===== src/design/ltp_pkg.sv =====
// Shared constants, types and table functions for the lat/lon to tile pixel projection.
// Used by the channel interfaces, every pipeline cell and the top level; depends on nothing.
package ltp_pkg;

   // Map geometry.
   localparam int TILE_PIXELS = 256;
   localparam int ZOOM_MAX    = 20;
   localparam int TILE_LOG2   = $clog2(TILE_PIXELS);

   // Field widths.
   localparam int LAT_W  = 31;
   localparam int LON_W  = 32;
   localparam int ZOOM_W = 5;
   localparam int PIX_W  = 29;

   // Internal datapath widths.
   localparam int V_W    = 34;
   localparam int NORM_W = 32;
   localparam int K_W    = 7;
   localparam int LN_W   = 40;
   localparam int REM_W  = 34;
   localparam int QUO_W  = TILE_LOG2 + ZOOM_MAX + 1;
   localparam int STEP_W = 5;

   // Stage counts.
   localparam int CORDIC_STEPS = 30;
   localparam int HYP_STEPS    = CORDIC_STEPS + 2;
   localparam int NORM_STEPS   = 5;

   // Fixed-point constants (Q30 radians, Q23 degrees, Q32 scale).
   localparam longint Q1          = 64'sd1073741824;
   localparam longint PI_Q30      = 64'sd3373259426;
   localparam longint TWO_PI_Q30  = 64'sd6746518852;
   localparam longint LN2_Q30     = 64'sd744261118;
   localparam longint ATAN1_Q30   = 64'sd843314857;
   localparam longint KINV_Q30    = 64'sd652032874;
   localparam longint DEG2RAD_Q32 = 64'sd74961321;
   localparam longint LAT_LIMIT   = 64'sd713460579;
   localparam longint DEG180_Q23  = 64'sd1509949440;
   localparam longint DEG360_Q23  = 64'sd3019898880;

   // Circular CORDIC vector.
   typedef struct packed {
      logic signed [V_W-1:0] x;
      logic signed [V_W-1:0] y;
      logic signed [V_W-1:0] z;
   } cordic_type;

   // Normalizer word and its power-of-two exponent.
   typedef struct packed {
      logic [NORM_W-1:0]     v;
      logic signed [K_W-1:0] k;
   } norm_type;

   // Hyperbolic CORDIC vector with the exponent carried alongside.
   typedef struct packed {
      logic signed [V_W-1:0] x;
      logic signed [V_W-1:0] y;
      logic signed [V_W-1:0] z;
      logic signed [K_W-1:0] k;
   } hyp_type;

   // Long-division partial remainder and quotient.
   typedef struct packed {
      logic [REM_W-1:0] rem;
      logic [QUO_W-1:0] quo;
   } div_type;

   // Per-transaction side data carried next to the datapath.
   typedef struct packed {
      logic [ZOOM_W-1:0] zoom;
      logic              clamped;
      logic              lat_pos;
      logic              lat_neg;
      logic [LON_W-1:0]  u;
   } side_type;

   typedef struct packed {
      logic [ZOOM_W-1:0] zoom;
      logic              clamped;
      logic              lat_pos;
   } tail_type;

   // One result transaction.
   typedef struct packed {
      logic [PIX_W-1:0]  pixel_x;
      logic [PIX_W-1:0]  pixel_y;
      logic [ZOOM_W-1:0] zoom_echo;
      logic              lat_clamped;
   } rsp_type;

   // Shift-subtract division, evaluated only while building the angle tables.
   function automatic longint udiv62(input longint num, input longint den);
      longint quo;
      longint rem;
      quo = 0;
      rem = 0;
      for (int b = 62; b >= 0; b--) begin
         rem = (rem <<< 1) | ((num >>> b) & 64'sd1);
         if (rem >= den) begin
            rem = rem - den;
            quo = quo | (64'sd1 <<< b);
         end
      end
      return quo;
   endfunction

   // atan(2^-i) in Q30 from its odd power series in Q62.
   function automatic longint atan_q30(input int i);
      longint acc;
      longint term;
      bit     neg;
      acc = 0;
      neg = 1'b0;
      if (i == 0) return ATAN1_Q30;
      for (int k = 1; i * k <= 62; k += 2) begin
         term = udiv62(64'sd1 <<< (62 - i * k), longint'(k));
         acc  = neg ? acc - term : acc + term;
         neg  = !neg;
      end
      return (acc + (64'sd1 <<< 31)) >>> 32;
   endfunction

   // atanh(2^-i) in Q30 from its odd power series in Q62.
   function automatic longint atanh_q30(input int i);
      longint acc;
      acc = 0;
      for (int k = 1; i * k <= 62; k += 2) begin
         acc = acc + udiv62(64'sd1 <<< (62 - i * k), longint'(k));
      end
      return (acc + (64'sd1 <<< 31)) >>> 32;
   endfunction

   // Shift index of each hyperbolic cell; steps 4 and 13 appear twice.
   function automatic int hyp_step(input int c);
      if (c < 4) return c + 1;
      else if (c < 14) return c;
      else return c - 1;
   endfunction

endpackage


===== src/design/ltp_norm_cell.sv =====
// One stage of the log normalizer: a conditional left shift by a fixed power of two.
// Depends on ltp_pkg for the normalizer type.
module ltp_norm_cell (
   input  logic                       clock,
   input  logic                       enable,
   input  logic [ltp_pkg::STEP_W-1:0] step,
   input  ltp_pkg::norm_type          word_i,
   output ltp_pkg::norm_type          word_o
);

   ltp_pkg::norm_type word_ff;
   ltp_pkg::norm_type word_in;

   // Shift up when the word is small enough that the shift cannot pass bit 30.
   always_comb begin
      word_in = word_i;
      if ((word_i.v >> (ltp_pkg::NORM_W - 1 - int'(step))) == '0) begin
         word_in.v = word_i.v << step;
         word_in.k = word_i.k - ltp_pkg::K_W'(step);
      end
   end

   always_ff @(posedge clock) begin
      if (enable) word_ff <= word_in;
   end

   assign word_o = word_ff;

endmodule


===== config.mk =====
export PLATFORM = sky130hd
export DESIGN_NAME = ltp_norm_cell
export DESIGN_NICKNAME = d
export VERILOG_FILES = /design/src/design/ltp_pkg.sv /design/src/design/ltp_norm_cell.sv
export SDC_FILE = /design/constraint.sdc
export NUM_CORES = 1
export LEC_CHECK = 0
export ABC_AREA = 1
export BUFFER_PORTS_ARGS = -buffer_cell sky130_fd_sc_hd__buf_2
export CAP_MARGIN = 20
export CORE_ASPECT_RATIO = 1.4
export CORE_MARGIN = 2
export CORE_UTILIZATION = 55
export DETAILED_ROUTE_END_ITERATION = 8
export PLACE_DENSITY = 0.79
export SKIP_CTS_REPAIR_TIMING = 1
export SLEW_MARGIN = 0
export SYNTH_ARGS = -nofsm -noshare
export SYNTH_HDL_FRONTEND = slang
export SYNTH_SLANG_ARGS = --single-unit

===== constraint.sdc =====
create_clock -name clock -period 5 [get_ports clock]
set_input_delay 0 -clock clock [delete_from_list [all_inputs] [get_ports clock]]
set_output_delay 0 -clock clock [all_outputs]
set_load 0.02 [all_outputs]

=== Yosys cells after proc, flatten, opt, wreduce, memory -nomap -nowiden ===
Cells that the tools add are included.

* Register bits after elaboration: 39
* Input port bits: 46
* Output and inout port bits: 39
* Word-level logic and storage cells: 8

* $add $sub $neg: 2
* Shift operators: 2
* Mux-type cells: 1
* Reductions and logical operators: 1

{| class="wikitable"
|+ Operators with widths
! cell !! count
|-
| 2-to-1 mux 39 bit || 1
|-
| logical NOT 32 bit || 1
|-
| << shifter 32 x 5 -> 32 bit || 1
|-
| >> shifter 32 x 32 -> 32 bit || 1
|-
| subtractor 7 x 5 -> 7 bit || 1
|-
| subtractor 5 x 5 -> 6 bit, first input constant || 1
|}

=== Logic depth before layout (Yosys ltp) ===
Gate-level depths: netlist of the first run.

* Word-level depth: 4
* Mapped depth: 19
* Gate-level depth less buffers: 15

=== Worst setup path after synthesis of the first run ===
Ideal clock, no wire load.

* Path type: input port to flip-flop
* From: input port step[2] in the netlist's numbering
* To: register word_ff (netlist bit word_o[5]) (data pin)
* Setup time: 0.253 ns
* Data arrival time: 1.750 ns
* Data required time: 4.747 ns
* Slack: 2.998 ns
* Cell stages on the path: 13
* Buffers on the path: 4
* Cells stage by stage: buf_2 -> inv_1 -> buf_4 -> buf_2 -> buf_2 -> ha_1 -> nand2_1 -> o21ai_0 -> a21oi_1 -> o21ai_0 -> xor2_1 -> nand4_1 -> nand2_1

{| class="wikitable"
|+ RTL lines
! element !! line !! RTL
|-
| start: declaration || ltp_norm_cell.sv:6 || <nowiki>input logic [ltp_pkg::STEP_W-1:0] step,</nowiki>
|-
| end signal: assignment || ltp_norm_cell.sv:24 || <nowiki>if (enable) word_ff <= word_in;</nowiki>
|-
| end: declaration || ltp_norm_cell.sv:11 || <nowiki>ltp_pkg::norm_type word_ff;</nowiki>
|}

==> impl_metrics.toml, run 1 <==
[layout]
nets = 735
register_area_um2 = 1170
area_growth_pct = 11.2
final_cell_mix = "nand2_1 (256), nand3_1 (163), buf_2 (84), nand4_1 (41), edfxtp_1 (39)"
drive_above_1_share = 0.146
n_fill_cell = 709
fin_cells = 779
multi_input_area_um2 = 2430
largest_reg_flops = 39
final_common_cell = "nand2_1"
final_util = 0.632
antennaDiodeCount = 0

[setup_path]
crit_buf_inv = 5
path_delay_family = "buffers and inverters"
slowest_delay_ns = 0.66
critical_path.cell_chain = "buf_2 -> clkinv_1 -> buf_4 -> nor2_1 -> nand2_1 -> nand2_1 -> nand2_1 -> nand2_1 -> nand2_1 -> nor2_2 -> buf_4 -> nand3_1 -> buf_4 -> nand2_1 -> nand2_1"
crit_top_cell = "nand2_1"
end_kind = "flip-flop"
cp_data_arrival_time_ns = 3.46
critPathKind = "in -> reg"
critPathSlowestCell = "clkinv_1"
cp-start-kind = "input port"
critical_path.max_fanout = 39
required_ns = 5.06

[power]
p_per_area_nw_per_um2 = 223
internal-power_uw = 599
power.static_leakage_uw = 0.00219
power_switching_uw = 378
switching_share = 0.387
p_comb_frac = 0.377
seqPwrFrac = 0.404
power_frac_clock = 0.219
ir_worst_vdd_mv = 0.173

[synthesis]
netlist_instances = 632
netlist_area_um2 = 3940
ys.warnings.count = 0
avgSynthCellArea_um2 = 6.24
synth_cell_types = 27
synth_compound_area_frac = 0.0466
yosys_most_used_dff = "edfxtp_1"
synth-xor-area-share = 0.0111
yosysSeqAreaShare = 0.297
synth_top_family_by_area = "simple AND/OR/NAND/NOR gates"
synth-seq-cells = 39
synthArstFlopShare = 0
synth-adder-area-share = 0.0209
synthMuxAreaShare = 0
yosys.area_share.simple = 0.537
syn-num-nets = 684
synth-edff-count = 39

[status]
status = "finished, violations left"
violations = "negative hold slack"

[placement]
dp_hpwl_mm = 9.74
dp_cells = 767
routabilityCongestion = 1.02
port_buffers = 84

[clock_tree]
clock-sinks = 39
cts_tree = "done"
cts_inserted_buffers = 5
clkTransAtPathRegs_ns = 0.08
htreeDepth = 2
cts_root_buf = "clkbuf_8"
clk_path_buf_depth = 2

[hold_path]
hold_path_end = "word_o[4]"
hp-start = "word_i[4]"
whs_path_depth = 3
hold_class = "in -> reg"

[floorplan]
fp-row-count = 36
die_w_um = 75.6
initial_core_util = 0.569
dieArea_um2 = 7870
ios = 85
die_h_um = 104
core_area_um2 = 6940

[timing]
slew_viol_final = 0
hold_slack_ns = -0.0230
fin_crit_sh = 0.680
max_freq_mhz = 294
worst_slew_pin_slew_ns = 0.900
hold_violations = 8
setup_tns_ns = 0
setup_violations = 0
rsz0062_at_grt = "no"
fin_crit_ns = 3.40
max-slew-margin-rel = 0.400

[route]
wl_mm = 13.4
detail-route-antenna-nets = 0
avgViaCountPerCell = 6.04
drtIter0Drc = 489
vias = 4705
drt_pre_antenna_iters = 5
post_drt_wl_per_cell_um = 17.2
drc_errors = 0

[grt]
grt.overflow.total = 0
antenna_found_initial = 0
grt_pass1_vias = 4241
track_usage = 0.347
grt_max_degree = 40
grt_pass1_wl_mm = 21.1

[job]
max-cap-violations = 0
-- tightest hold or removal path: cells and delay by family --
family	cells	cell delay [ns]
and+or+nand+nor	2	0.09
buffers and inverters	1	0.09
-- per-layer routing --
layer / track usage / routed length (µm) / up-vias
met5: 0 / 0 / -
met4: 0.170 / 712 / 0
met1: 0.453 / 5110 / 2123
li1: - / - / 2281
met3: 0.0300 / 892 / 52
met2: 0.559 / 6660 / 249
-- cell usage after synthesis (5+ instances only) --
master	number	area [µm²]
nand2_1	256	961
nand3_1	163	816
nand4_1	41	257
edfxtp_1	39	1170
o21ai_0	22	110
nor2_1	18	67.6
buf_4	15	113
clkbuf_1	14	52.6
buf_2	13	65.1
inv_1	12	45.0
a21oi_1	7	35.0
buf_1	5	18.8
ha_1	5	62.6
-- through the flow --
| stage | instance area (µm²) | power (µW) | setup slack, ns | hold WS [ns] |
|---|---|---|---|---|
| floorplan | 3940 | 651 | 3.00 | 0.112 |
| detailed placement | 4250 | 758 | 1.38 | 0.243 |
| global route | 4380 | 1030 | 1.32 | 0.00227 |
| finish | 4380 | 977 | 1.60 | -0.0230 |
| global placement | 4250 | 754 | 1.44 | 0.238 |
| CTS | 4330 | 967 | 1.68 | -0.0733 |
-- logic make-up (layout without fill, tap and decap cells) --
family / count (synthesis) / after routing
fa+ha+maj: 6 / 6
simple gates: 481 / 481
compound gates: 35 / 35
xor+xnor: 5 / 5
flops: 39 / 39
buf+inv: 66 / 118
-- worst max path at each step --
stage	from	depth (start not counted)	end	slack (ns)
4_1_cts	step[3]	15	word_o[0]	1.68
3_5_place_dp	step[2]	14	word_o[0]	1.38
2_1_floorplan	step[2]	13	word_o[5]	3.00
5_1_grt	step[0]	18	word_o[15]	1.32
6_report	step[3]	15	word_o[0]	1.60
3_3_place_gp	step[3]	15	word_o[25]	1.44
-- cell type report --
cell class,instances,area share
well taps,95,0.0271
inverters,16,0.0140
clock buffers,7,0.0174
flip-flops and latches,39,0.267
multi-input cells,527,0.554
clock inverters,1,0.00114
repair buffers,94,0.119
-- power by group through the flow --
stage          Sequential [µW]  Clock [µW]  Combinational, µW
4_1_cts                    395         215                357
2_1_floorplan              438           0                213
5_1_grt                    398         229                406
3_5_place_dp               402           0                355
3_3_place_gp               401           0                353
6_report                   395         214                369
(Power assumes the default switching activity.)
==> inputs of run 2 (changes only) <==
Clock period 5 ns to 3.4 ns, I/O delays scaled along.
==> run 2 against run 1 <==
Net effect: the flow still finishes with violations (negative hold slack); final cell count up 0.90%; hold slack better by 0.012 ns; first-iteration DRC count up 3.1%; via count up 1.9%; count of clock-buffer cells in the layout down 2; wire length up 1.7%; core utilization up 0.88 points; final area up 1.4%; sequential cell count unchanged; critical endpoint is now word_o[25]; largest power group unchanged.
==> impl_metrics.toml, run 2 (synthesis gave the netlist of run 1 again) <==
[grt]
antenna_found_initial = 0
grt_max_degree = 40
grt_pass1_wl_mm = 21.1
grt.overflow.total = 0
met3_usage = 0.0262
top_usage_layer = "met2"
track_usage = 0.350
met1_usage = 0.436
grtUsageMet2 = 0.581
grt_pass1_vias = 4240

[floorplan]
initial_core_util = 0.569
ios = 85
die_w_um = 75.6
core_area_um2 = 6940
die_h_um = 104
dieArea_um2 = 7870
fp-row-count = 36

[placement]
dp_hpwl_mm = 10.1
routabilityCongestion = 1.00
port_buffers = 84

[power]
power_frac_clock = 0.259
p_comb_frac = 0.359
internal-power_uw = 953
seqPwrFrac = 0.382
power_switching_uw = 567
p_per_area_nw_per_um2 = 342
switching_share = 0.373
ir_worst_vdd_mv = 0.203
power.static_leakage_uw = 0.00223

[status]
status = "finished, violations left"
violations = "negative hold slack"

[layout]
largest_reg_flops = 39
final_common_cell = "nand2_1"
drive_above_1_share = 0.155
nets = 742
antennaDiodeCount = 0
area_growth_pct = 12.7
n_fill_cell = 712
final_cell_mix = "nand2_1 (256), nand3_1 (163), buf_2 (84), nand4_1 (41), edfxtp_1 (39)"

[timing]
hold_violations = 5
worst_slew_pin_slew_ns = 0.929
max-slew-margin-rel = 0.380
slew_viol_final = 0
max_freq_mhz = 425
fin_crit_sh = 0.692
fin_crit_ns = 2.35
setup_violations = 0
hold_slack_ns = -0.0115
setup_tns_ns = 0
rsz0062_at_grt = "no"

[clock_tree]
cts_root_buf = "clkbuf_8"
clkTransAtPathRegs_ns = 0.08
clk_path_buf_depth = 2
cts_tree = "done"
htreeDepth = 2
clock-sinks = 39
cts_inserted_buffers = 5

[hold_path]
hold_path_end = "word_o[4]"
hold_class = "in -> reg"
hp-start = "word_i[4]"
whs_path_depth = 3

[route]
drc_errors = 0
drt_pre_antenna_iters = 7
post_drt_wl_per_cell_um = 17.3
wl_mm = 13.6
detail-route-antenna-nets = 0
avgViaCountPerCell = 6.10
drtIter0Drc = 504
vias = 4794

[setup_path]
cp-start-kind = "input port"
required_ns = 3.46
end_kind = "flip-flop"
cp_data_arrival_time_ns = 2.41
critical_path.max_fanout = 36
critPathKind = "in -> reg"

[job]
max-cap-violations = 0
==> run 2: changes by cell type in the layout (fill, tap and decap cells not counted) <==
| cell | previous run | this run |
|---|---|---|
| buf_16 | 1 | 0 |
| buf_4 | 6 | 13 |
| bufinv_16 | 0 | 1 |
| clkbuf_1 | 2 | 0 |
| clkinv_1 | 2 | 3 |
| dlygate4sd3_1 | 3 | 4 |
==> run 2: routing by layer <==
metal	share of wire	vias to the layer above	wire length [µm]
met5	0	-	0
met4	0.060	0	822
met2	0.49	317	6730
li1	-	2284	-
met3	0.073	65	989
met1	0.37	2128	5080
==> run 2: area by class of cell <==
type	instances	area (µm²)	area share
Clock inverter	3	38.8	0.00873
Inverter	16	61.3	0.0138
Clock buffer	5	68.8	0.0155
Timing Repair Buffer	101	558	0.126
Multi-Input combinational cell	527	2430	0.546
Tap cell	95	119	0.0267
Sequential cell	39	1170	0.263
==> run 2: worst max-delay path by stage <==
stage	start	end	slack (ns)
2_1_floorplan	step[2]	word_o[5]	1.40
3_3_place_gp	step[1]	word_o[32]	0.86
3_5_place_dp	step[1]	word_o[25]	0.82
4_1_cts	step[1]	word_o[25]	1.14
5_1_grt	step[1]	word_o[32]	0.87
6_report	step[1]	word_o[25]	1.05
==> run 2: critical path, stage by stage <==
cell and delay (ns):
buf_2 0.33, clkinv_2 0.13, buf_4 0.36, nand3_1 0.16, nand2_1 0.10, nand2_1 0.07, nand2_1 0.13, nand2_1 0.08
nand2_1 0.10, nand2_1 0.05, nor2_1 0.15, nand3_1 0.09, nand2_1 0.11, nand3_1 0.11, buf_4 0.25, nand2_1 0.09
nand2_1 0.07
==> run 2: power by group through the flow <==
stage	registers, µW	logic, µW	clock network, µW
after global routing	585	597	416
after floorplan	643	313	0
after detailed placement	592	529	0
final	581	545	394
after CTS	581	531	395
after global placement	591	525	0
==> run 2: stage by stage <==
stage | setup WS, ns | cells | cell area (µm²) | power [µW] | util
floorplan | 1.40 | 632 | 3940 | 957 | -
global placement | 0.856 | 774 | 4300 | 1120 | 0.620
detailed placement | 0.820 | 774 | 4300 | 1120 | 0.620
CTS | 1.14 | 782 | 4410 | 1510 | 0.635
global route | 0.875 | 786 | 4450 | 1600 | 0.641
finish | 1.05 | 786 | 4450 | 1520 | 0.641
