## src/design/ltp_pkg.sv

```systemverilog
// Shared constants, types and table functions for the lat/lon to tile pixel projection.
// Used by the channel interfaces, every pipeline cell and the top level; depends on nothing.
package ltp_pkg;

   // Map geometry.
   localparam int TILE_PIXELS = 256;
   localparam int ZOOM_MAX    = 20;
   localparam int TILE_LOG2   = $clog2(TILE_PIXELS);

   // Field widths.
   localparam int LAT_W  = 31;
   localparam int LON_W  = 32;
   localparam int ZOOM_W = 5;
   localparam int PIX_W  = 29;

   // Internal datapath widths.
   localparam int V_W    = 34;
   localparam int NORM_W = 32;
   localparam int K_W    = 7;
   localparam int LN_W   = 40;
   localparam int REM_W  = 34;
   localparam int QUO_W  = TILE_LOG2 + ZOOM_MAX + 1;
   localparam int STEP_W = 5;

   // Stage counts.
   localparam int CORDIC_STEPS = 30;
   localparam int HYP_STEPS    = CORDIC_STEPS + 2;
   localparam int NORM_STEPS   = 5;

   // Fixed-point constants (Q30 radians, Q23 degrees, Q32 scale).
   localparam longint Q1          = 64'sd1073741824;
   localparam longint PI_Q30      = 64'sd3373259426;
   localparam longint TWO_PI_Q30  = 64'sd6746518852;
   localparam longint LN2_Q30     = 64'sd744261118;
   localparam longint ATAN1_Q30   = 64'sd843314857;
   localparam longint KINV_Q30    = 64'sd652032874;
   localparam longint DEG2RAD_Q32 = 64'sd74961321;
   localparam longint LAT_LIMIT   = 64'sd713460579;
   localparam longint DEG180_Q23  = 64'sd1509949440;
   localparam longint DEG360_Q23  = 64'sd3019898880;

   // Circular CORDIC vector.
   typedef struct packed {
      logic signed [V_W-1:0] x;
      logic signed [V_W-1:0] y;
      logic signed [V_W-1:0] z;
   } cordic_type;

   // Normalizer word and its power-of-two exponent.
   typedef struct packed {
      logic [NORM_W-1:0]     v;
      logic signed [K_W-1:0] k;
   } norm_type;

   // Hyperbolic CORDIC vector with the exponent carried alongside.
   typedef struct packed {
      logic signed [V_W-1:0] x;
      logic signed [V_W-1:0] y;
      logic signed [V_W-1:0] z;
      logic signed [K_W-1:0] k;
   } hyp_type;

   // Long-division partial remainder and quotient.
   typedef struct packed {
      logic [REM_W-1:0] rem;
      logic [QUO_W-1:0] quo;
   } div_type;

   // Per-transaction side data carried next to the datapath.
   typedef struct packed {
      logic [ZOOM_W-1:0] zoom;
      logic              clamped;
      logic              lat_pos;
      logic              lat_neg;
      logic [LON_W-1:0]  u;
   } side_type;

   typedef struct packed {
      logic [ZOOM_W-1:0] zoom;
      logic              clamped;
      logic              lat_pos;
   } tail_type;

   // One result transaction.
   typedef struct packed {
      logic [PIX_W-1:0]  pixel_x;
      logic [PIX_W-1:0]  pixel_y;
      logic [ZOOM_W-1:0] zoom_echo;
      logic              lat_clamped;
   } rsp_type;

   // Shift-subtract division, evaluated only while building the angle tables.
   function automatic longint udiv62(input longint num, input longint den);
      longint quo;
      longint rem;
      quo = 0;
      rem = 0;
      for (int b = 62; b >= 0; b--) begin
         rem = (rem <<< 1) | ((num >>> b) & 64'sd1);
         if (rem >= den) begin
            rem = rem - den;
            quo = quo | (64'sd1 <<< b);
         end
      end
      return quo;
   endfunction

   // atan(2^-i) in Q30 from its odd power series in Q62.
   function automatic longint atan_q30(input int i);
      longint acc;
      longint term;
      bit     neg;
      acc = 0;
      neg = 1'b0;
      if (i == 0) return ATAN1_Q30;
      for (int k = 1; i * k <= 62; k += 2) begin
         term = udiv62(64'sd1 <<< (62 - i * k), longint'(k));
         acc  = neg ? acc - term : acc + term;
         neg  = !neg;
      end
      return (acc + (64'sd1 <<< 31)) >>> 32;
   endfunction

   // atanh(2^-i) in Q30 from its odd power series in Q62.
   function automatic longint atanh_q30(input int i);
      longint acc;
      acc = 0;
      for (int k = 1; i * k <= 62; k += 2) begin
         acc = acc + udiv62(64'sd1 <<< (62 - i * k), longint'(k));
      end
      return (acc + (64'sd1 <<< 31)) >>> 32;
   endfunction

   // Shift index of each hyperbolic cell; steps 4 and 13 appear twice.
   function automatic int hyp_step(input int c);
      if (c < 4) return c + 1;
      else if (c < 14) return c;
      else return c - 1;
   endfunction

endpackage

```

## src/design/ltp_div_cell.sv

```systemverilog
// One restoring long-division step against a fixed divisor, one quotient bit.
// Depends on ltp_pkg for the division type.
module ltp_div_cell (
   input  logic                      clock,
   input  logic                      enable,
   input  logic [ltp_pkg::REM_W-1:0] divisor,
   input  ltp_pkg::div_type          part_i,
   output ltp_pkg::div_type          part_o
);

   ltp_pkg::div_type part_ff;
   ltp_pkg::div_type part_in;
   logic             bit_q;

   // The remainder stays below twice the divisor, so one compare decides the bit.
   always_comb begin
      bit_q = (part_i.rem >= divisor);
      part_in.rem = (bit_q ? part_i.rem - divisor : part_i.rem) << 1;
      part_in.quo = {part_i.quo[ltp_pkg::QUO_W-2:0], bit_q};
   end

   always_ff @(posedge clock) begin
      if (enable) part_ff <= part_in;
   end

   assign part_o = part_ff;

endmodule

```

## config.mk

```make
export PLATFORM = sky130hd
export DESIGN_NAME = ltp_div_cell
export DESIGN_NICKNAME = d
export VERILOG_FILES = /design/src/design/ltp_pkg.sv /design/src/design/ltp_div_cell.sv
export SDC_FILE = /design/constraint.sdc
export NUM_CORES = 1
export LEC_CHECK = 0
export BUFFER_PORTS_ARGS = -buffer_cell sky130_fd_sc_hd__buf_2
export CAP_MARGIN = 25
export CORE_MARGIN = 8
export CORE_UTILIZATION = 50
export DETAILED_ROUTE_END_ITERATION = 12
export PLACE_DENSITY = 0.81
export SLEW_MARGIN = 15
export SYNTH_ARGS = -nofsm -noshare
export SYNTH_HDL_FRONTEND = slang
export SYNTH_SLANG_ARGS = --single-unit
```

## constraint.sdc

```tcl
create_clock -name clock -period 3.6 [get_ports clock]
set_input_delay 0.72 -clock clock [delete_from_list [all_inputs] [get_ports clock]]
set_output_delay 0.72 -clock clock [all_outputs]
set_load 0.01 [all_outputs]
```

* After elaboration in Yosys (flattened, before gate mapping) *
Index checks and enable logic that the tools add are counted.

word-level totals
  bits in registers = 62
  bits of input ports = 99
  output and inout bits = 63

operators by class
  add/subtract/negate cells = 1
  magnitude comparators = 1
  muxes and demuxes = 1

operators by type and width
  kind              number
  $ge A34 B34 Y1    1
  $mux W33          1
  $sub A33 B33 Y33  1

* Depth between registers and ports, before layout *
Gate-level depths: netlist of run 1.

  word-level depth = 2
  gate-level depth with buffers = 13
  gate-level depth less buffers = 12

* Worst setup path before layout of run 1 *
Ideal clock, no wire load.

  path type = input to register
  start point = in part_i[29] (netlist name)
  end point = reg part_ff, in the netlist part_o[39], data pin
  arrival = 3.017 ns
  path slack = 0.321 ns
  stages = 12
  path buffers = 1
  path through = inv_1 > ha_1 > inv_1 > fa_1 > a21o_1 > a221oi_2 > o221ai_2 > and4b_1 > nor3_4 > o31ai_4 > buf_6 > mux2_1

RTL lines
  element               line                RTL
  from (decl)           ltp_div_cell.sv:7   input ltp_pkg::div_type part_i,
  to (signal assigned)  ltp_div_cell.sv:23  if (enable) part_ff <= part_in;
  to (decl)             ltp_div_cell.sv:11  ltp_pkg::div_type part_ff;

==> flow_summary.yaml, run 1 <==
floorplan:
  core_um2: 8550
  die_x_um: 109
  fp-row-count: 34
  io_pins: 162
  initial_core_util_pct: 50.4
  fp.dieH_um: 109
  die_area_um2: 11900
synthesis:
  synth_top_flop_cell: "edfxtp_1"
  synth_cell_types: 55
  synth_edf_count: 62
  ys_async_sr_fraction_pct: 0
  synth_area_per_cell_um2: 9.87
  synthCells: 437
  syn-num-nets: 571
  yosysSeqAreaShare_pct: 43.2
  yosysWarnings: 0
  syn_area_um2: 4310
  ys_ff_latch: 62
sta:
  finalCritPeriodShare_pct: 92.6
  fin_crit_ps: 3330
  hold_viol: 0
  slew_headroom_pct: 47.7
  max_clock_freq_ghz: 0.300
  setup_viol: 0
  rsz0062_at_grt: "no"
  slew_viol_final: 0
  setup_tns_ps: 0
  tightest_slew_ps: 784
cts:
  numCtsBuffers: 9
  path_clk_slew_ps: 70
  h-tree-depth: 3
  cts.sinks: 62
  clk_path_buf_depth: 2
  cts_resized: 0
  root_buffer: "clkbuf_8"
  ctsHoldBuffers: 0
  post_cts_buffers: 0
  cts_tree: "built"
global_routing:
  grt_pass1_vias: 4177
  antenna_found_initial: 0
  gr-total-overflow: 0
  grt_usage_pct: 20.2
  grt_max_degree: 39
  grt_first_pass_wirelength_um: 19100
power_and_ir_drop:
  leakage_nw: 2.70
  ir_drop_v: 0.000176
  power_density_nw_per_um2: 406
detailed_routing:
  drc: 0
  viasPerCell: 5.37
  antenna_left: 0
  wl_um: 12300
  vias: 4019
  dr.pass1.iters: 5
  wl_per_cell_um: 16.4
  drtIter0Drc: 178
run_status:
  status: "finished clean"
cells_and_area:
  antenna_cells: 0
  regArea_um2: 1860
  largest_register_ffs: 62
  finish.net_count: 770
  layout_commonest_cell: "buf_2"
  final_cell_mix: "159 x buf_2, 62 x edfxtp_1, 54 x a21oi_1, 45 x buf_4, 43 x nor2_1"
  drive_gt1_share_pct: 35.7
  fill_cells: 687
  fin_util_pct: 66.8
  syn2layout_area_growth_pct: 32.4
  multi_input_area_um2: 2210
worst_setup_path:
  max_stage_delay_ps: 400
  end_kind: "register"
  cp_max_fo: 3
  crit_family: "compound AO/OA/AOI/OAI gates"
  arrival_ps: 3420
  critical_path_class: "primary input to register"
  cp_slowest_cell: "fa_1"
  worst-path-buf-inv: 4
  path_cells: "buf_2, inv_1, ha_1, inv_1, fa_1, a21o_1, a221oi_2, o221ai_2, buf_4, a41oi_1, o21ai_0, a31oi_1, xnor2_1, mux2_1"
  setup.worst_path.start_class: "primary input"
  cp_common_cell: "inv_1"
  cp.required_ps: 3690
min_path:
  hp-class: "primary input to register"
placed_design:
  dp_hpwl_um: 10100
  gp_congestion: 0.910
  io_buffers: 159
run:
  max_cap_violations: 0
[cells in the mapped netlist (all sizes together), types with 2 or more instances]
cell | n | area share, %
nor3 | 8 | 1.2
nand4 | 7 | 1.0
nand3 | 12 | 1.4
nor2b | 5 | 0.73
a21oi | 54 | 6.3
clkbuf | 5 | 0.44
o21ai | 13 | 1.5
and3 | 5 | 0.73
or3 | 2 | 0.29
a41oi | 3 | 0.61
xnor2 | 21 | 4.3
a211oi | 2 | 0.35
o21bai | 4 | 0.70
ha | 34 | 9.9
nor2 | 43 | 3.7
and2 | 4 | 0.58
inv | 39 | 3.4
nand2 | 26 | 2.3
buf | 12 | 1.8
a21o | 19 | 3.3
a31oi | 5 | 0.73
o2111ai | 2 | 0.41
o221ai | 2 | 0.55
o31ai | 3 | 0.84
o22ai | 2 | 0.29
nand2b | 2 | 0.29
a21boi | 2 | 0.35
edfxtp | 62 | 43
mux2 | 12 | 3.1
xor2 | 9 | 1.8
[worst paths after layout]
| kind | cells after the start | endpoint | slack (ps) | from |
|---|---|---|---|---|
| setup / recovery | 14 | part_o[52] | 270 | part_i[29] |
| hold / removal | 1 | part_o[17] | 550 | part_i[16] |
[per-stage QoR]
| step | hold slack, ps | instance area (um^2) | power (mW) | worst slack, ps | instances |
|---|---|---|---|---|---|
| floorplan | 819 | 4310 | 1.36 | 321 | 437 |
| global placement | 898 | 5480 | 1.63 | -160 | 732 |
| detailed placement | 902 | 5500 | 1.65 | -73.4 | 733 |
| CTS | 540 | 5710 | 2.33 | 290 | 749 |
| global route | 532 | 5710 | 2.44 | 95.1 | 749 |
| finish | 550 | 5710 | 2.32 | 268 | 749 |
[cell families (layout without fill, tap and decap cells)]
family          after synthesis  in the layout  synth area share [%]
xor+xnor                     30             30                  6.09
simple gates                119            119                  13.2
fa+ha+maj                    35             35                  10.3
flops                        62             62                  43.2
mux                          13             13                  3.37
buf+inv                      56            260                  5.63
compound gates              121            121                  18.1
other cells                   1              1                0.0870
[area by class of cell]
class	count	share of cell area (%)
inverter	39	2.56
timing repair buffer	205	20.1
multi-input combinational	319	38.7
tap	108	2.37
clock buffer	10	2.24
clock inverter	6	1.51
sequential	62	32.6
[routing by layer]
layer  GRT usage (%)  vias to the layer above  wire (um)
li1                -                     1994          -
met1            22.8                     1830       5020
met2            36.3                      182       6020
met3            5.32                       13       1090
met4            6.35                        0        165
met5               0                        -          0
[power by group]
part	switching [mW]	total, mW	leakage [nW]	internal (mW)
clock network	0.285	0.673	0.106	0.389
logic	0.395	0.728	1.98	0.334
registers	0.0195	0.917	0.607	0.898
total	0.699	2.32	2.70	1.62
(Power assumes the default switching activity.)
==> run 2: changes to the inputs <==
Settings changed: CTS_CLUSTER_DIAMETER from default to 50, RECOVER_POWER from default to 100.
==> run 2 against run 1 <==
  * The flow now finishes with violations (capacitance limit, slew limit)
  * Sequential share of layout area rose by 0.69 points
  * Combinational power decreased by 4.4%
  * First-iteration DRC count increased by 4.5%
  * Sequential power is 0.5% higher
  * Global-route usage unchanged
  * Count of clock-buffer cells in the layout unchanged
  * Power down 1.1%
  * Maximum frequency decreased by 1.4%
==> flow_summary.yaml, run 2 (synthesis gave the netlist of run 1 again) <==
run_status:
  status: "finished with violations"
  violations: "capacitance limit, slew limit"
power_and_ir_drop:
  leakage_nw: 2.49
  power_density_nw_per_um2: 410
  ir_drop_v: 0.000175
min_path:
  hold_depth: 1
  min_from: "part_i[27]"
  hp-class: "primary input to register"
sta:
  fin_ws_ps: 221
  setup_tns_ps: 0
  tightest_slew_ps: 1960
  finalCritPeriodShare_pct: 93.9
  slew_headroom_pct: -30.8
  fin_crit_ps: 3380
  hold_viol: 0
  max_clock_freq_ghz: 0.296
  setup_viol: 0
  rsz0062_at_grt: "no"
  slew_viol_final: 39
placed_design:
  io_buffers: 159
  gp_congestion: 0.910
  dp.cells: 733
  dp_hpwl_um: 10100
  post_dp_cell_area_um2: 5500
  dp_worst_setup_slack_ps: -73.4
worst_setup_path:
  setup.worst_path.start_class: "primary input"
  cp.required_ps: 3690
  critical_path_class: "primary input to register"
  cp_max_fo: 3
  arrival_ps: 3470
  path_cells: "clkbuf_1, inv_1, ha_1, inv_1, fa_1, a21o_1, a221oi_1, o221ai_2, buf_4, a41oi_1, o21ai_0, a31oi_1, xnor2_1, mux2_1"
  cp_slowest_cell: "fa_1"
  end_kind: "register"
  cp_common_cell: "inv_1"
  max_stage_delay_ps: 400
  worstSetupStartpoint: "part_i[29]"
floorplan:
  io_pins: 162
  fp-row-count: 34
  die_x_um: 109
  initial_core_util_pct: 50.4
  fp.dieH_um: 109
  die_area_um2: 11900
  core_um2: 8550
cells_and_area:
  syn2layout_area_growth_pct: 29.7
  drive_gt1_share_pct: 24.5
  fin_cells: 749
  largest_register_ffs: 62
  fin_util_pct: 65.4
  final_cell_mix: "96 x buf_2, 72 x clkbuf_1, 62 x edfxtp_1, 54 x a21oi_1, 43 x nor2_1"
  finish.net_count: 770
  antenna_cells: 0
  design_area_um2: 5590
  layout_commonest_cell: "buf_2"
cts:
  cts.sinks: 62
  cts_tree: "built"
  root_buffer: "clkbuf_8"
  clk_path_buf_depth: 2
  path_clk_slew_ps: 70
  ctsHoldBuffers: 0
  h-tree-depth: 3
  post_cts_buffers: 0
  cts_resized: 0
  numCtsBuffers: 9
run:
  max_cap_violations: 1
detailed_routing:
  wl_per_cell_um: 16.5
  vias: 3997
  wl_um: 12300
  dr.pass1.iters: 4
  drc: 0
  drtIter0Drc: 186
  antenna_left: 0
  viasPerCell: 5.34
global_routing:
  grt_usage_pct: 20.2
  antenna_found_initial: 0
  grt_pass1_vias: 4177
  gr-total-overflow: 0
  grt_max_degree: 39
  grt_first_pass_wirelength_um: 19100
==> run 2: final timing paths <==
path | slack [ps] | to
setup / recovery | 220 | part_o[52]
hold / removal | 550 | part_o[28]
==> run 2: area by class of cell <==
class	count	area [um^2]
Clock buffer	10	128
Clock inverter	6	86.3
Fill cell	723	2960
Inverter	39	146
Multi-Input combinational cell	319	2200
Sequential cell	62	1860
Tap cell	108	135
Timing Repair Buffer	205	1030
==> run 2: metal layers <==
metal | routed length (um) | vias to the layer above | global-route usage [%]
li1 | - | 1997 | -
met1 | 5020 | 1816 | 22.8
met2 | 6040 | 173 | 36.3
met3 | 1110 | 11 | 5.32
met4 | 164 | 0 | 6.35
met5 | 0 | - | 0
==> run 2: metrics by stage <==
stage               power [mW]  hold slack, ps
global placement          1.63             898
global route              2.41             532
finish                    2.29             551
detailed placement        1.65             902
CTS                       2.33             540
floorplan                 1.36             819
==> run 2: worst max-delay path: cells and delay by family <==
| kind | cells | cell delay [ps] |
|---|---|---|
| xor gates and xnor gates | 1 | 90 |
| AOI/OAI and AO/OA | 6 | 1430 |
| muxes | 1 | 290 |
| adders and majority gates | 2 | 570 |
| buffers and inverters | 4 | 360 |
==> run 2: power breakdown <==
group	internal, mW	switching [mW]	total (mW)	leakage (nW)
registers	0.899	0.0222	0.922	0.607
logic	0.303	0.393	0.696	1.78
clock network	0.389	0.287	0.675	0.106
==> run 3: changes to the inputs <==
Settings changed: CORE_UTILIZATION 50 to 45, PLACE_DENSITY 0.81 to 0.77, RECOVER_POWER 100 to 50, SLEW_MARGIN 15 to 20.
Clock period 3.6 ns to 3 ns, I/O delays scaled along.
==> run 3 against run 2 <==
  * The run now ends clean
  * Sequential power rose by 19%
  * Via count rose by 7.9%
  * First-iteration DRC count rose by 38%
==> flow_summary.yaml, run 3 (synthesis gave the netlist of run 1 again) <==
detailed_routing:
  wl_um: 13600
  drc: 0
  viasPerCell: 5.12
  antenna_left: 0
  vias: 4313
  drtIter0Drc: 257
  wl_per_cell_um: 16.1
  dr.pass1.iters: 5
sta:
  fin_crit_ps: 2950
  max_clock_freq_ghz: 0.339
  setup_viol: 0
  setup_tns_ps: 0
  rsz0062_at_grt: "yes"
  finalCritPeriodShare_pct: 98.2
  slew_headroom_pct: 3.04
  slew_viol_final: 0
  fin_ws_ps: 52.6
  hold_viol: 0
  holdWs_ps: 426
  tightest_slew_ps: 1450
cells_and_area:
  antenna_cells: 0
  drive_gt1_share_pct: 44.3
  fin_util_pct: 68.8
  largest_register_ffs: 62
  layout_commonest_cell: "buf_2"
  design_area_um2: 6390
  syn2layout_area_growth_pct: 48.2
  fin_cells: 843
  final_cell_mix: "158 x buf_2, 113 x buf_4, 62 x edfxtp_1, 53 x a21oi_1"
  finish.net_count: 843
global_routing:
  grt_max_degree: 39
  grt_first_pass_wirelength_um: 21300
  grtUsageMet2_pct: 36.5
  grt_usage_pct: 20.3
  gr-total-overflow: 0
  grt_pass1_vias: 4430
  globalRouteMet1Util_pct: 22.9
  antenna_found_initial: 0
  met3_usage_pct: 5.92
  grt.busiest_layer: "met2"
placed_design:
  io_buffers: 159
  post_dp_cell_area_um2: 6090
  dp_worst_setup_slack_ps: -599
  dp_hpwl_um: 10900
  gp_congestion: 0.887
  dp.cells: 825
cts:
  clk_path_buf_depth: 2
  numCtsBuffers: 9
  cts.sinks: 62
  h-tree-depth: 3
  cts_tree: "built"
  path_clk_slew_ps: 70
  ctsHoldBuffers: 0
  root_buffer: "clkbuf_8"
floorplan:
  die_x_um: 114
  initial_core_util_pct: 46.4
  io_pins: 162
  fp-row-count: 35
  fp.dieH_um: 114
  core_um2: 9280
  die_area_um2: 13000
power_and_ir_drop:
  power_density_nw_per_um2: 463
  ir_drop_v: 0.000260
  leakage_nw: 3.06
  finalPower_mw: 2.96
worst_setup_path:
  end_kind: "register"
  cp_max_fo: 6
  arrival_ps: 3040
  cp.required_ps: 3090
  setup.worst_path.start_class: "primary input"
  critical_path_class: "primary input to register"
run:
  max_cap_violations: 0
run_status:
  status: "finished clean"
min_path:
  hp-class: "primary input to register"
run 3: cell types whose count changed in the layout (fill, tap and decap cells not counted), sizes merged:
cell / previous run / this run
clkbuf: 82 / 12
buf: 133 / 276
run 3: cell type report:
type                    count  area [um^2]
well taps                 129          161
clock inverters             6         86.3
clock buffers              10          128
inverters                  39          146
flip-flops and latches     62         1860
fillers                   707         2890
repair buffers            278         1720
multi-input cells         319         2280
run 3: path summary, 6_finish.rpt:
| path | endpoint | cells past startpoint | slack (ps) | startpoint |
|---|---|---|---|---|
| worst max-delay path | part_o[45] | 14 | 50 | part_i[29] |
| worst min-delay path | part_o[20] | 1 | 430 | part_i[19] |
run 3: report_power, final:
group | internal (mW) | switching (mW) | total (mW)
Clock | 0.467 | 0.360 | 0.827
Combinational | 0.511 | 0.523 | 1.03
Sequential | 1.08 | 0.0222 | 1.10
Total | 2.06 | 0.905 | 2.96
run 3: repair_timing:
item                                   CTS  global route
endpoints found under the hold margin    0             0
gates resized for setup                  2            15
pin swaps                                0             2
buffers inserted                         2             0
setup endpoints to repair               14            26
run 3: critical path: stages:
cell	delay, ps
buf_2	110
inv_1	60
ha_2	170
inv_1	50
fa_2	350
a21o_1	200
a221oi_2	250
o221ai_2	140
and4b_2	260
nor3_4	180
o31ai_4	80
buf_6	130
buf_12	130
mux2_1	320
run 3: routing by layer:
layer,part of all wire [%],vias up
met1,40,2000
met5,0,-
met3,8.4,15
met4,1.0,0
li1,-,2131
met2,50,167
