[src/design/ltp_pkg.sv]
// Shared constants, types and table functions for the lat/lon to tile pixel projection.
// Used by the channel interfaces, every pipeline cell and the top level; depends on nothing.
package ltp_pkg;

   // Map geometry.
   localparam int TILE_PIXELS = 256;
   localparam int ZOOM_MAX    = 20;
   localparam int TILE_LOG2   = $clog2(TILE_PIXELS);

   // Field widths.
   localparam int LAT_W  = 31;
   localparam int LON_W  = 32;
   localparam int ZOOM_W = 5;
   localparam int PIX_W  = 29;

   // Internal datapath widths.
   localparam int V_W    = 34;
   localparam int NORM_W = 32;
   localparam int K_W    = 7;
   localparam int LN_W   = 40;
   localparam int REM_W  = 34;
   localparam int QUO_W  = TILE_LOG2 + ZOOM_MAX + 1;
   localparam int STEP_W = 5;

   // Stage counts.
   localparam int CORDIC_STEPS = 30;
   localparam int HYP_STEPS    = CORDIC_STEPS + 2;
   localparam int NORM_STEPS   = 5;

   // Fixed-point constants (Q30 radians, Q23 degrees, Q32 scale).
   localparam longint Q1          = 64'sd1073741824;
   localparam longint PI_Q30      = 64'sd3373259426;
   localparam longint TWO_PI_Q30  = 64'sd6746518852;
   localparam longint LN2_Q30     = 64'sd744261118;
   localparam longint ATAN1_Q30   = 64'sd843314857;
   localparam longint KINV_Q30    = 64'sd652032874;
   localparam longint DEG2RAD_Q32 = 64'sd74961321;
   localparam longint LAT_LIMIT   = 64'sd713460579;
   localparam longint DEG180_Q23  = 64'sd1509949440;
   localparam longint DEG360_Q23  = 64'sd3019898880;

   // Circular CORDIC vector.
   typedef struct packed {
      logic signed [V_W-1:0] x;
      logic signed [V_W-1:0] y;
      logic signed [V_W-1:0] z;
   } cordic_type;

   // Normalizer word and its power-of-two exponent.
   typedef struct packed {
      logic [NORM_W-1:0]     v;
      logic signed [K_W-1:0] k;
   } norm_type;

   // Hyperbolic CORDIC vector with the exponent carried alongside.
   typedef struct packed {
      logic signed [V_W-1:0] x;
      logic signed [V_W-1:0] y;
      logic signed [V_W-1:0] z;
      logic signed [K_W-1:0] k;
   } hyp_type;

   // Long-division partial remainder and quotient.
   typedef struct packed {
      logic [REM_W-1:0] rem;
      logic [QUO_W-1:0] quo;
   } div_type;

   // Per-transaction side data carried next to the datapath.
   typedef struct packed {
      logic [ZOOM_W-1:0] zoom;
      logic              clamped;
      logic              lat_pos;
      logic              lat_neg;
      logic [LON_W-1:0]  u;
   } side_type;

   typedef struct packed {
      logic [ZOOM_W-1:0] zoom;
      logic              clamped;
      logic              lat_pos;
   } tail_type;

   // One result transaction.
   typedef struct packed {
      logic [PIX_W-1:0]  pixel_x;
      logic [PIX_W-1:0]  pixel_y;
      logic [ZOOM_W-1:0] zoom_echo;
      logic              lat_clamped;
   } rsp_type;

   // Shift-subtract division, evaluated only while building the angle tables.
   function automatic longint udiv62(input longint num, input longint den);
      longint quo;
      longint rem;
      quo = 0;
      rem = 0;
      for (int b = 62; b >= 0; b--) begin
         rem = (rem <<< 1) | ((num >>> b) & 64'sd1);
         if (rem >= den) begin
            rem = rem - den;
            quo = quo | (64'sd1 <<< b);
         end
      end
      return quo;
   endfunction

   // atan(2^-i) in Q30 from its odd power series in Q62.
   function automatic longint atan_q30(input int i);
      longint acc;
      longint term;
      bit     neg;
      acc = 0;
      neg = 1'b0;
      if (i == 0) return ATAN1_Q30;
      for (int k = 1; i * k <= 62; k += 2) begin
         term = udiv62(64'sd1 <<< (62 - i * k), longint'(k));
         acc  = neg ? acc - term : acc + term;
         neg  = !neg;
      end
      return (acc + (64'sd1 <<< 31)) >>> 32;
   endfunction

   // atanh(2^-i) in Q30 from its odd power series in Q62.
   function automatic longint atanh_q30(input int i);
      longint acc;
      acc = 0;
      for (int k = 1; i * k <= 62; k += 2) begin
         acc = acc + udiv62(64'sd1 <<< (62 - i * k), longint'(k));
      end
      return (acc + (64'sd1 <<< 31)) >>> 32;
   endfunction

   // Shift index of each hyperbolic cell; steps 4 and 13 appear twice.
   function automatic int hyp_step(input int c);
      if (c < 4) return c + 1;
      else if (c < 14) return c;
      else return c - 1;
   endfunction

endpackage

[src/design/ltp_hyp_cell.sv]
// One vectoring-mode hyperbolic CORDIC step, registered, with the exponent passed along.
// Depends on ltp_pkg for the vector type.
module ltp_hyp_cell (
   input  logic                           clock,
   input  logic                           enable,
   input  logic [ltp_pkg::STEP_W-1:0]     step,
   input  logic signed [ltp_pkg::V_W-1:0] angle,
   input  ltp_pkg::hyp_type               vec_i,
   output ltp_pkg::hyp_type               vec_o
);

   ltp_pkg::hyp_type vec_ff;
   ltp_pkg::hyp_type vec_in;
   logic signed [ltp_pkg::V_W-1:0] xs;
   logic signed [ltp_pkg::V_W-1:0] ys;

   // Drive y toward zero and accumulate the hyperbolic angle.
   always_comb begin
      xs = vec_i.x >>> step;
      ys = vec_i.y >>> step;
      vec_in.k = vec_i.k;
      if (!vec_i.y[ltp_pkg::V_W-1]) begin
         vec_in.x = vec_i.x - ys;
         vec_in.y = vec_i.y - xs;
         vec_in.z = vec_i.z + angle;
      end else begin
         vec_in.x = vec_i.x + ys;
         vec_in.y = vec_i.y + xs;
         vec_in.z = vec_i.z - angle;
      end
   end

   always_ff @(posedge clock) begin
      if (enable) vec_ff <= vec_in;
   end

   assign vec_o = vec_ff;

endmodule

[config.mk]
export PLATFORM = sky130hd
export DESIGN_NAME = ltp_hyp_cell
export DESIGN_NICKNAME = d
export VERILOG_FILES = /design/src/design/ltp_pkg.sv /design/src/design/ltp_hyp_cell.sv
export SDC_FILE = /design/constraint.sdc
export NUM_CORES = 1
export LEC_CHECK = 0
export BUFFER_PORTS_ARGS = -buffer_cell sky130_fd_sc_hd__buf_2
export CAP_MARGIN = 10
export CORE_UTILIZATION = 55
export CTS_CLUSTER_SIZE = 30
export DETAILED_ROUTE_END_ITERATION = 8
export GPL_TIMING_DRIVEN = 0
export PLACE_DENSITY_LB_ADDON = 0.3
export SLEW_MARGIN = 10
export SYNTH_ARGS = -nofsm -noshare
export SYNTH_HDL_FRONTEND = slang
export SYNTH_SLANG_ARGS = --single-unit
[constraint.sdc]
create_clock -name clock -period 8.83 [get_ports clock]
set_clock_uncertainty 0.15 [all_clocks]
set_input_delay 0.883 -clock clock [delete_from_list [all_inputs] [get_ports clock]]
set_output_delay 0.883 -clock clock [all_outputs]
set_load 0.1 [all_outputs]
; ---- Word-level counts from Yosys, hierarchy flattened
; Index checks and enable logic that the tools add are counted.
[op_classes]
n_addsub = 6
mul = 0
div_mod_pow = 0
order_cmp = 0
n_eq_ne = 0
n_shift = 2
n_mux = 1
n_bitwise = 0
n_reduce_logical = 0
[op_table]
columns = operator, count
row1 = 34-bit adder, 3
row2 = 102-bit 2-to-1 mux, 1
row3 = 34-bit subtractor, 3
row4 = 34-bit by 5-bit >>> shifter with 34-bit output, 2
[totals]
regBits = 109
latchBits = 0
ramBits = 0
romBits = 0
input_bits = 150
out_inout_bits = 109
wordCells = 13
memories = 0

; ---- Longest topological paths before layout
; Gate-level depths: netlist (run 1).
[depth]
word_depth = 3
depth_mapped = 28
depth_no_buf = 23

; ---- Worst setup path before layout (run 1)
; Ideal clock, no wire load.
[synth_path]
kind = input-to-reg
startpoint = input step[4] in the netlist's numbering
endpoint = register vec_ff (netlist bit vec_o[105]) (data pin)
setup_time_ps = 266
arrival_ps = 6131
required_time_ps = 8414
path_slack_ps = 2283
cell_stages = 23
path_cell_list = clkbuf_1 -> clkbuf_1 -> clkbuf_1 -> buf_2 -> clkbuf_1 -> clkbuf_1 -> mux4_2 -> ha_1 -> nand3_1 -> nor3_4 -> nand4_4 -> a211oi_1 -> a311oi_1 -> ha_1 -> a21o_1 -> a21o_1 -> a21o_1 -> a21o_1 -> a31oi_1 -> or4b_2 -> and2_1 -> o41ai_1 -> xnor2_1
[synth_rtl]
columns = element, line
row1 = "start, declared", ltp_hyp_cell.sv:6  ; input logic [ltp_pkg::STEP_W-1:0] step,
row2 = "end signal, assigned", ltp_hyp_cell.sv:34  ; if (enable) vec_ff <= vec_in;
row3 = "end, declared", ltp_hyp_cell.sv:12  ; ltp_pkg::hyp_type vec_ff;

==> results of run 1 <==
==> what timing repair did <==
item,CTS,global route
endpoints found under the setup margin,3,4
cloned,0,0
resized for setup,2,1
endpoints found under the hold margin,0,0
==> path summary, 6_finish.rpt <==
| path | end | start | slack [ns] | depth (start not counted) |
|---|---|---|---|---|
| min | vec_o[6]$_DFFE_PP_ | vec_i[6] | 0.53 | 1 |
| max | vec_o[107]$_DFFE_PP_ | step[4] | 0.21 | 24 |
==> kinds of logic (layout without fill, tap and decap cells) <==
group / count (synthesis) / after routing / share of synthesized area [%]
AND/OR/NAND/NOR: 498 / 498 / 16.2
other: 0 / 2 / 0
flip-flops: 109 / 109 / 21.1
adder cells (fa/ha/maj): 105 / 105 / 8.60
buffers and inverters: 124 / 396 / 4.37
XOR/XNOR: 168 / 168 / 9.65
multiplexers: 169 / 169 / 18.4
AO/OA/AOI/OAI: 506 / 506 / 21.7
==> area by class of cell <==
class | count | share of cell area (%)
sequential | 109 | 18.5
multi-input combinational | 1446 | 65.7
clock inverter | 7 | 0.545
tap | 378 | 2.68
clock buffer | 9 | 1.28
antenna | 2 | 0.0283
buffer | 84 | 3.00
timing repair buffer | 257 | 7.44
inverter | 39 | 0.829
==> worst max-delay path, cell delays in order <==
cell      delay, ns
buf_2          0.35
clkbuf_2       0.41
clkbuf_1       0.57
buf_2          0.44
clkbuf_1       0.47
clkbuf_1       0.53
mux4_2         0.37
ha_1           0.23
nand3_1        0.16
nor3_4         0.32
and2_1         0.28
a21oi_1        0.11
xnor2_1        0.50
ha_1           0.39
nand4_1        0.16
nor2_1         0.09
and3_1         0.20
a31oi_2        0.42
a211oi_1       0.27
or4b_2         0.67
a21oi_1        0.28
o21ai_0        0.13
a21oi_1        0.22
xnor2_1        0.10
==> power breakdown <==
group,switching (W),total [W],internal (W)
sequential,0.0000309,0.000783,0.000752
combinational,0.00183,0.00246,0.000637
clock,0.000219,0.000446,0.000227
==> cells in the final DEF, fill, tap and decap left out, types with 35 or more instances in the layout <==
| master | Yosys | final |
|---|---|---|
| nand3_1 | 36 | 36 |
| edfxtp_1 | 109 | 109 |
| mux4_2 | 81 | 81 |
| nor2_1 | 157 | 157 |
| inv_1 | 36 | 36 |
| ha_1 | 102 | 102 |
| xor2_1 | 35 | 35 |
| nand2_1 | 119 | 119 |
| clkbuf_1 | 37 | 35 |
| a21oi_1 | 141 | 141 |
| mux2i_1 | 57 | 57 |
| buf_2 | 20 | 274 |
| o21ai_0 | 79 | 78 |
| a21o_1 | 45 | 45 |
| xnor2_1 | 131 | 131 |
==> per-layer routing <==
layer / track usage [%] / wire length, µm
met5: 1.74 / 0
met4: 28.4 / 4310
met3: 14.7 / 9110
met2: 74.2 / 30600
met1: 57.0 / 24900
==> metrics by stage <==
stage / setup WS [ns] / std cells
finish: 0.210 / 2331
global route: 0.129 / 2331
CTS: 0.0285 / 2329
detailed placement: -0.550 / 2313
global placement: -0.592 / 2311
floorplan: 2.28 / 1679
==> results by group, run 1 <==
Logic synthesis
  • Area leader, netlist: edfxtp_1
  • Cells after synthesis: 1679
  • Ys flop type: edfxtp_1
  • Seq/Total Area, Yosys: 21.1%
  • Synthesized area per cell: 9.26 µm²
  • Mapped Area: 0.0155 mm²
  • Yosys cell types: 101
  • Flops & latches, synth: 109
  • List of most frequent post-synthesis cells: nor2_1 (157), a21oi_1 (141), xnor2_1 (131)
  • Synth top area cells: edfxtp_1 (21%), mux4_2 (12%), ha_1 (8.2%)
  • Mapped Nets: 1934
  • Yosys warning count: 0
  • Post-synth EDFFs: 109
  • Yosys top cell area share: 21.1%
  • Ys async rst share: 0%
  • Top-count cell post-synth: nor2_1

Finish
  • Fin nets: 2201
  • Layout cells sized above 1: 24.2%
  • Area Overhead vs Synth: 13.7%
  • Multi-input gate area: 0.0116 mm²
  • Area taken by flip-flops and latches: 0.00327 mm²
  • Fillers: 2333
  • Final Util: 63.6%
  • Design area: 0.0177 mm²
  • Max reg flops: 109

Detailed routing
  • Via/cell ratio: 7.12
  • Drt wl/cell: 29.5 µm
  • DR vias: 16600
  • ANT nets after route: 0
  • Drt total wl: 68.8 mm
  • 1st-iter DRT viols: 2413
  • DR pass1 iterations: 8
  • # DRC: 0

Placed design
  • Dpl cell area: 0.0173 mm²
  • PortBufs: 254
  • GPL Wtd Cong: 1.13
  • DP HPWL: 53.9 mm

Timing
  • Final Max Tran Viols: 0
  • Final Setup Violations: 0
  • Actual slew at the worst max-slew pin: 1.11 ns
  • Headroom to the max-slew limit: 25.5%
  • Crit path time final: 8.62 ns
  • Unrepaired setup endpoints after global routing: false
  • TNS Setup: 0 ns
  • Max Clock Freq: 116 MHz
  • Hold Violations, Final: 0
  • Hold slack final: 0.529 ns
  • Tcrit/Tclk final: 97.6%

GRT
  • Vias in the first global route: 16100
  • Total Routing Usage GR: 47.4%
  • Initial antenna violation count: 2
  • Remaining Overflow, GRT: 0
  • Largest net degree at the start of global routing: 71
  • First-pass GRT wire length: 99.8 mm

Critical path
  • CP startpoint kind: primary input
  • Maximum fanout along the worst path: 16
  • Crit. End Element: register
  • CP Data Arrival Time: 8.59 ns
  • WS Path Type: primary input to register
  • Critical Path RT: 8.80 ns

Power and ir drop
  • Maximum vdd drop: 0.256 mV
  • LEAKAGE: 7.23 nW
  • P per Cell Area: 209 mW/mm²
  • Power, Total: 0.00369 W

CTS
  • CTS sink count: 109
  • Root Buffer: clkbuf_16
  • Post-CTS Setup Inserts: 0
  • Hold-fix buffers, CTS: 0
  • CTS tree: yes
  • CTS H-tree lvls: 3
  • Clock transition at the registers of the reported paths: 0.08 ns
  • Clock Path Buffers: 2
  • CTS buffer count: 9

Die
  • Row count: 61
  • Core Region: 0.0278 mm²
  • DIE AREA: 0.0289 mm²
  • Die height: 170 µm
  • Die X: 170 µm
  • # IOs: 259
  • Initial core utilization: 55.9%

Job
  • Max-cap violations: 0

Hold path
  • Hold Path Class: primary input to register

Status
  • Status: completed
(Power assumes the default switching activity.)
==> run 2, diff against run 1 <==
- ABC_AREA: not set -> 1
==> run 2 against run 1 <==
Fmax up 46%. Cell area shrank 1.2%. Utilization grew 0.46 points. Die area down 0.83%. Sequential share of layout area grew 0.22 points. Sequential power hardly changed. Critical endpoint is now vec_o[104]$_DFFE_PP_. Via count grew 16%. Total power decreased by 3.2%. Largest cell class unchanged. Count of clock-buffer cells in the layout unchanged.
==> results by group, run 2 <==
Logic synthesis
  • Synthesized area per cell: 6.28 µm² (-32%)
  • Mux contribution to synthesized area: 0% (-18 points)
  • Synth Area in Compound Gates: 11.3% (-10 points)
  • Flops & latches, synth: 109 (unchanged)
  • Yosys warning count: 0 (unchanged)
  • Ys flop type: edfxtp_1
  • XOR/XNOR share of the synthesized area: 9.09% (-0.55 points)
  • Top-count cell post-synth: nand2_1
  • Seq/Total Area, Yosys: 21.2% (+0.18 points)
  • Synth top area cells: edfxtp_1 (21%), nand2_1 (18%), nand3_1 (14%)
  • Main combinational cell family by area after synthesis: simple AND/OR/NAND/NOR gates
  • Post-synth EDFFs: 109 (unchanged)
  • Ys async rst share: 0% (unchanged)
  • Yosys cell types: 47 (-53%)
  • Area leader, netlist: edfxtp_1
  • List of most frequent post-synthesis cells: nand2_1 (742), nand3_1 (434), inv_1 (210)
  • Yosys top cell area share: 21.2% (+0.18 points)
  • Post-synthesis simple-gate area fraction: 41.5% (+25 points)
  • Adder-Cell Fraction of Synth Area: 8.67% (+0.073 points)
  • Mapped Area: 0.0154 mm² (-0.85%)
  • Cells after synthesis: 2453 (+46%)
  • Mapped Nets: 2708 (+40%)

Placed design
  • PortBufs: 253 (-0.39%)
  • DP HPWL: 52.7 mm (-2.3%)
  • GPL Wtd Cong: 1.16 (+2.7%)
  • Worst slack at placement: 2.80 ns (+3.35 ns)

Critical path
  • Max incr delay on CP: 0.65 ns (-0.02 ns)
  • CP delay by family, top: buffers and inverters
  • Crit. End Element: register
  • Slowest stage cell on the critical path: clkbuf_1
  • Stages on worst setup path: 17 (-29%)
  • WS Path Type: primary input to register
  • Critical Path, Cell by Cell: buf_2 -> clkbuf_1 -> clkinv_1 -> clkbuf_1 -> clkbuf_1 -> o21ai_0 -> ha_1 -> nand3_1 -> nand2_1 -> a21oi_1 -> o21ai_0 -> nand2_1 -> nand2_1 -> a21boi_0 -> o21ai_0 -> a21oi_1 -> xnor2_1
  • CP startpoint kind: primary input
  • WP buf/inv: 5 (-1)
  • Critical Path RT: 8.79 ns (about the same)
  • CP Data Arrival Time: 5.88 ns (-2.71 ns)
  • Maximum fanout along the worst path: 10 (-6)

Finish
  • Area taken by flip-flops and latches: 0.00327 mm² (unchanged)
  • Commonest cells after routing, fill and taps aside: nand2_1 (742), nand3_1 (434), buf_2 (279)
  • Fin nets: 2973 (+35%)
  • Max reg flops: 109 (unchanged)
  • N_diodes: 0 (-2)
  • Area Overhead vs Synth: 13.3%
  • Most common cell after layout, fill and taps aside: nand2_1
  • Fillers: 2596 (+11%)
  • Layout cells sized above 1: 13.7% (-10 points)
  • Final Util: 64.0% (+0.46 points)
  • Multi-input gate area: 0.0109 mm² (-6.3%)

CTS
  • Clock transition at the registers of the reported paths: 0.08 ns (about the same)
  • CTS H-tree lvls: 3 (unchanged)
  • Post_cts resized: 0 (-2)
  • Root Buffer: clkbuf_16
  • CTS buffer count: 9 (unchanged)
  • Post-CTS Setup Inserts: 0 (unchanged)
  • Hold-fix buffers, CTS: 0 (unchanged)
  • CTS sink count: 109 (unchanged)
  • Clock Path Buffers: 2 (unchanged)
  • CTS tree: yes

Timing
  • Final Max Tran Viols: 0 (unchanged)
  • Final Setup Violations: 0 (unchanged)
  • Headroom to the max-slew limit: 36.6% (+11 points)
  • Hold Violations, Final: 0 (unchanged)
  • Tcrit/Tclk final: 67.1% (-31 points)
  • Final WS setup: 2.91 ns (+2.70 ns)
  • Unrepaired setup endpoints after global routing: false
  • Crit path time final: 5.92 ns (-2.70 ns)
  • TNS Setup: 0 ns (unchanged)
  • Actual slew at the worst max-slew pin: 0.952 ns (-0.156 ns)
  • Max Clock Freq: 169 MHz (+46%)

Detailed routing
  • ANT nets after route: 0 (unchanged)
  • # DRC: 0 (unchanged)
  • DR vias: 19200 (+16%)
  • DR pass1 iterations: 6 (-2)
  • 1st-iter DRT viols: 2827 (+17%)
  • Drt wl/cell: 21.2 µm (-28%)
  • Drt total wl: 65.7 mm (-4.6%)
  • Via/cell ratio: 6.22 (-13%)

Hold path
  • Min-Delay Endpoint: vec_o[2]$_DFFE_PP_
  • Hold Path Depth: 1 (unchanged)
  • Hold_sp: vec_i[2]
  • Hold Path Class: primary input to register

Die
  • Row count: 60 (-1.6%)
  • Core Region: 0.0273 mm² (-1.9%)
  • Die X: 169 µm (-0.42%)
  • DIE AREA: 0.0287 mm² (-0.83%)
  • Die height: 169 µm (-0.42%)
  • # IOs: 259 (unchanged)
  • Initial core utilization: 56.5% (+0.61 points)

Power and ir drop
  • P per Cell Area: 205 mW/mm² (-2.0%)
  • Maximum vdd drop: 0.219 mV (-14%)
  • LEAKAGE: 8.82 nW (+22%)

Status
  • Status: completed

GRT
  • Vias in the first global route: 17700 (+10%)
  • Initial antenna violation count: 2 (unchanged)
  • First-pass GRT wire length: 97.4 mm (-2.4%)
  • Total Routing Usage GR: 45.0% (-2.4 points)
  • Remaining Overflow, GRT: 0 (unchanged)
  • Largest net degree at the start of global routing: 72 (+1.4%)

Job
  • Max-cap violations: 0 (unchanged)
[run 2: cell count changes in the layout (fill, tap and decap cells not counted), moves of 40 or more]
cell	delta
nand2_1	+623
nand3_1	+398
inv_1	+174
mux4_2	-81
xnor2_1	-81
xor2_1	+75
mux2i_1	-57
nor2_1	+40
[run 2: power by group]
part	internal, W	total, W	switching (W)
clock	0.000197	0.000429	0.000232
combinational	0.000520	0.00237	0.00185
sequential	0.000750	0.000781	0.0000308
total	0.00147	0.00358	0.00211
[run 2: area by class of cell]
class | instances | area share (%)
buffer | 85 | 2.59
clock buffer | 9 | 1.29
clock inverter | 7 | 0.315
inverter | 218 | 4.70
multi-input combinational | 2041 | 62.2
sequential | 109 | 18.8
tap | 372 | 2.67
timing repair buffer | 254 | 7.43
[run 2: logic make-up (layout without fill, tap and decap cells)]
kind of cell,after synthesis,count (layout)
xor+xnor,160,160
flops,109,109
buf+inv,303,573
compound gates,295,295
fa+ha+maj,105,105
simple gates,1481,1481
[run 2: metrics by stage]
step / hold slack (ns) / power, W / instances / instance area, µm²
2_1_floorplan: 0.832 / 0.00260 / 2453 / 15400
3_3_place_gp: 0.909 / 0.00305 / 3078 / 17100
3_5_place_dp: 0.917 / 0.00309 / 3079 / 17200
4_1_cts: 0.537 / 0.00352 / 3095 / 17500
5_1_grt: 0.534 / 0.00372 / 3095 / 17500
6_report: 0.537 / 0.00358 / 3095 / 17500
[run 2: routing by layer]
| metal | track usage [%] | vias up | routed length, µm |
|---|---|---|---|
| met4 | 22.6 | 2 | 3800 |
| met1 | 56.3 | 8679 | 24700 |
| met2 | 71.6 | 1476 | 28400 |
| met3 | 11.5 | 317 | 8850 |
| li1 | - | 8774 | - |
| met5 | 0 | - | 11 |
[run 2: worst max path at each step]
stage                                 endpoint  slack [ns]       from
after floorplan            vec_o[70]$_DFFE_PP_        4.27    step[0]
after global placement     vec_o[99]$_DFFE_PP_        2.86  vec_i[74]
after detailed placement   vec_o[99]$_DFFE_PP_        2.80  vec_i[74]
after CTS                  vec_o[99]$_DFFE_PP_        3.19  vec_i[74]
after global routing      vec_o[104]$_DFFE_PP_        2.69  vec_i[74]
final                     vec_o[104]$_DFFE_PP_        2.91  vec_i[74]
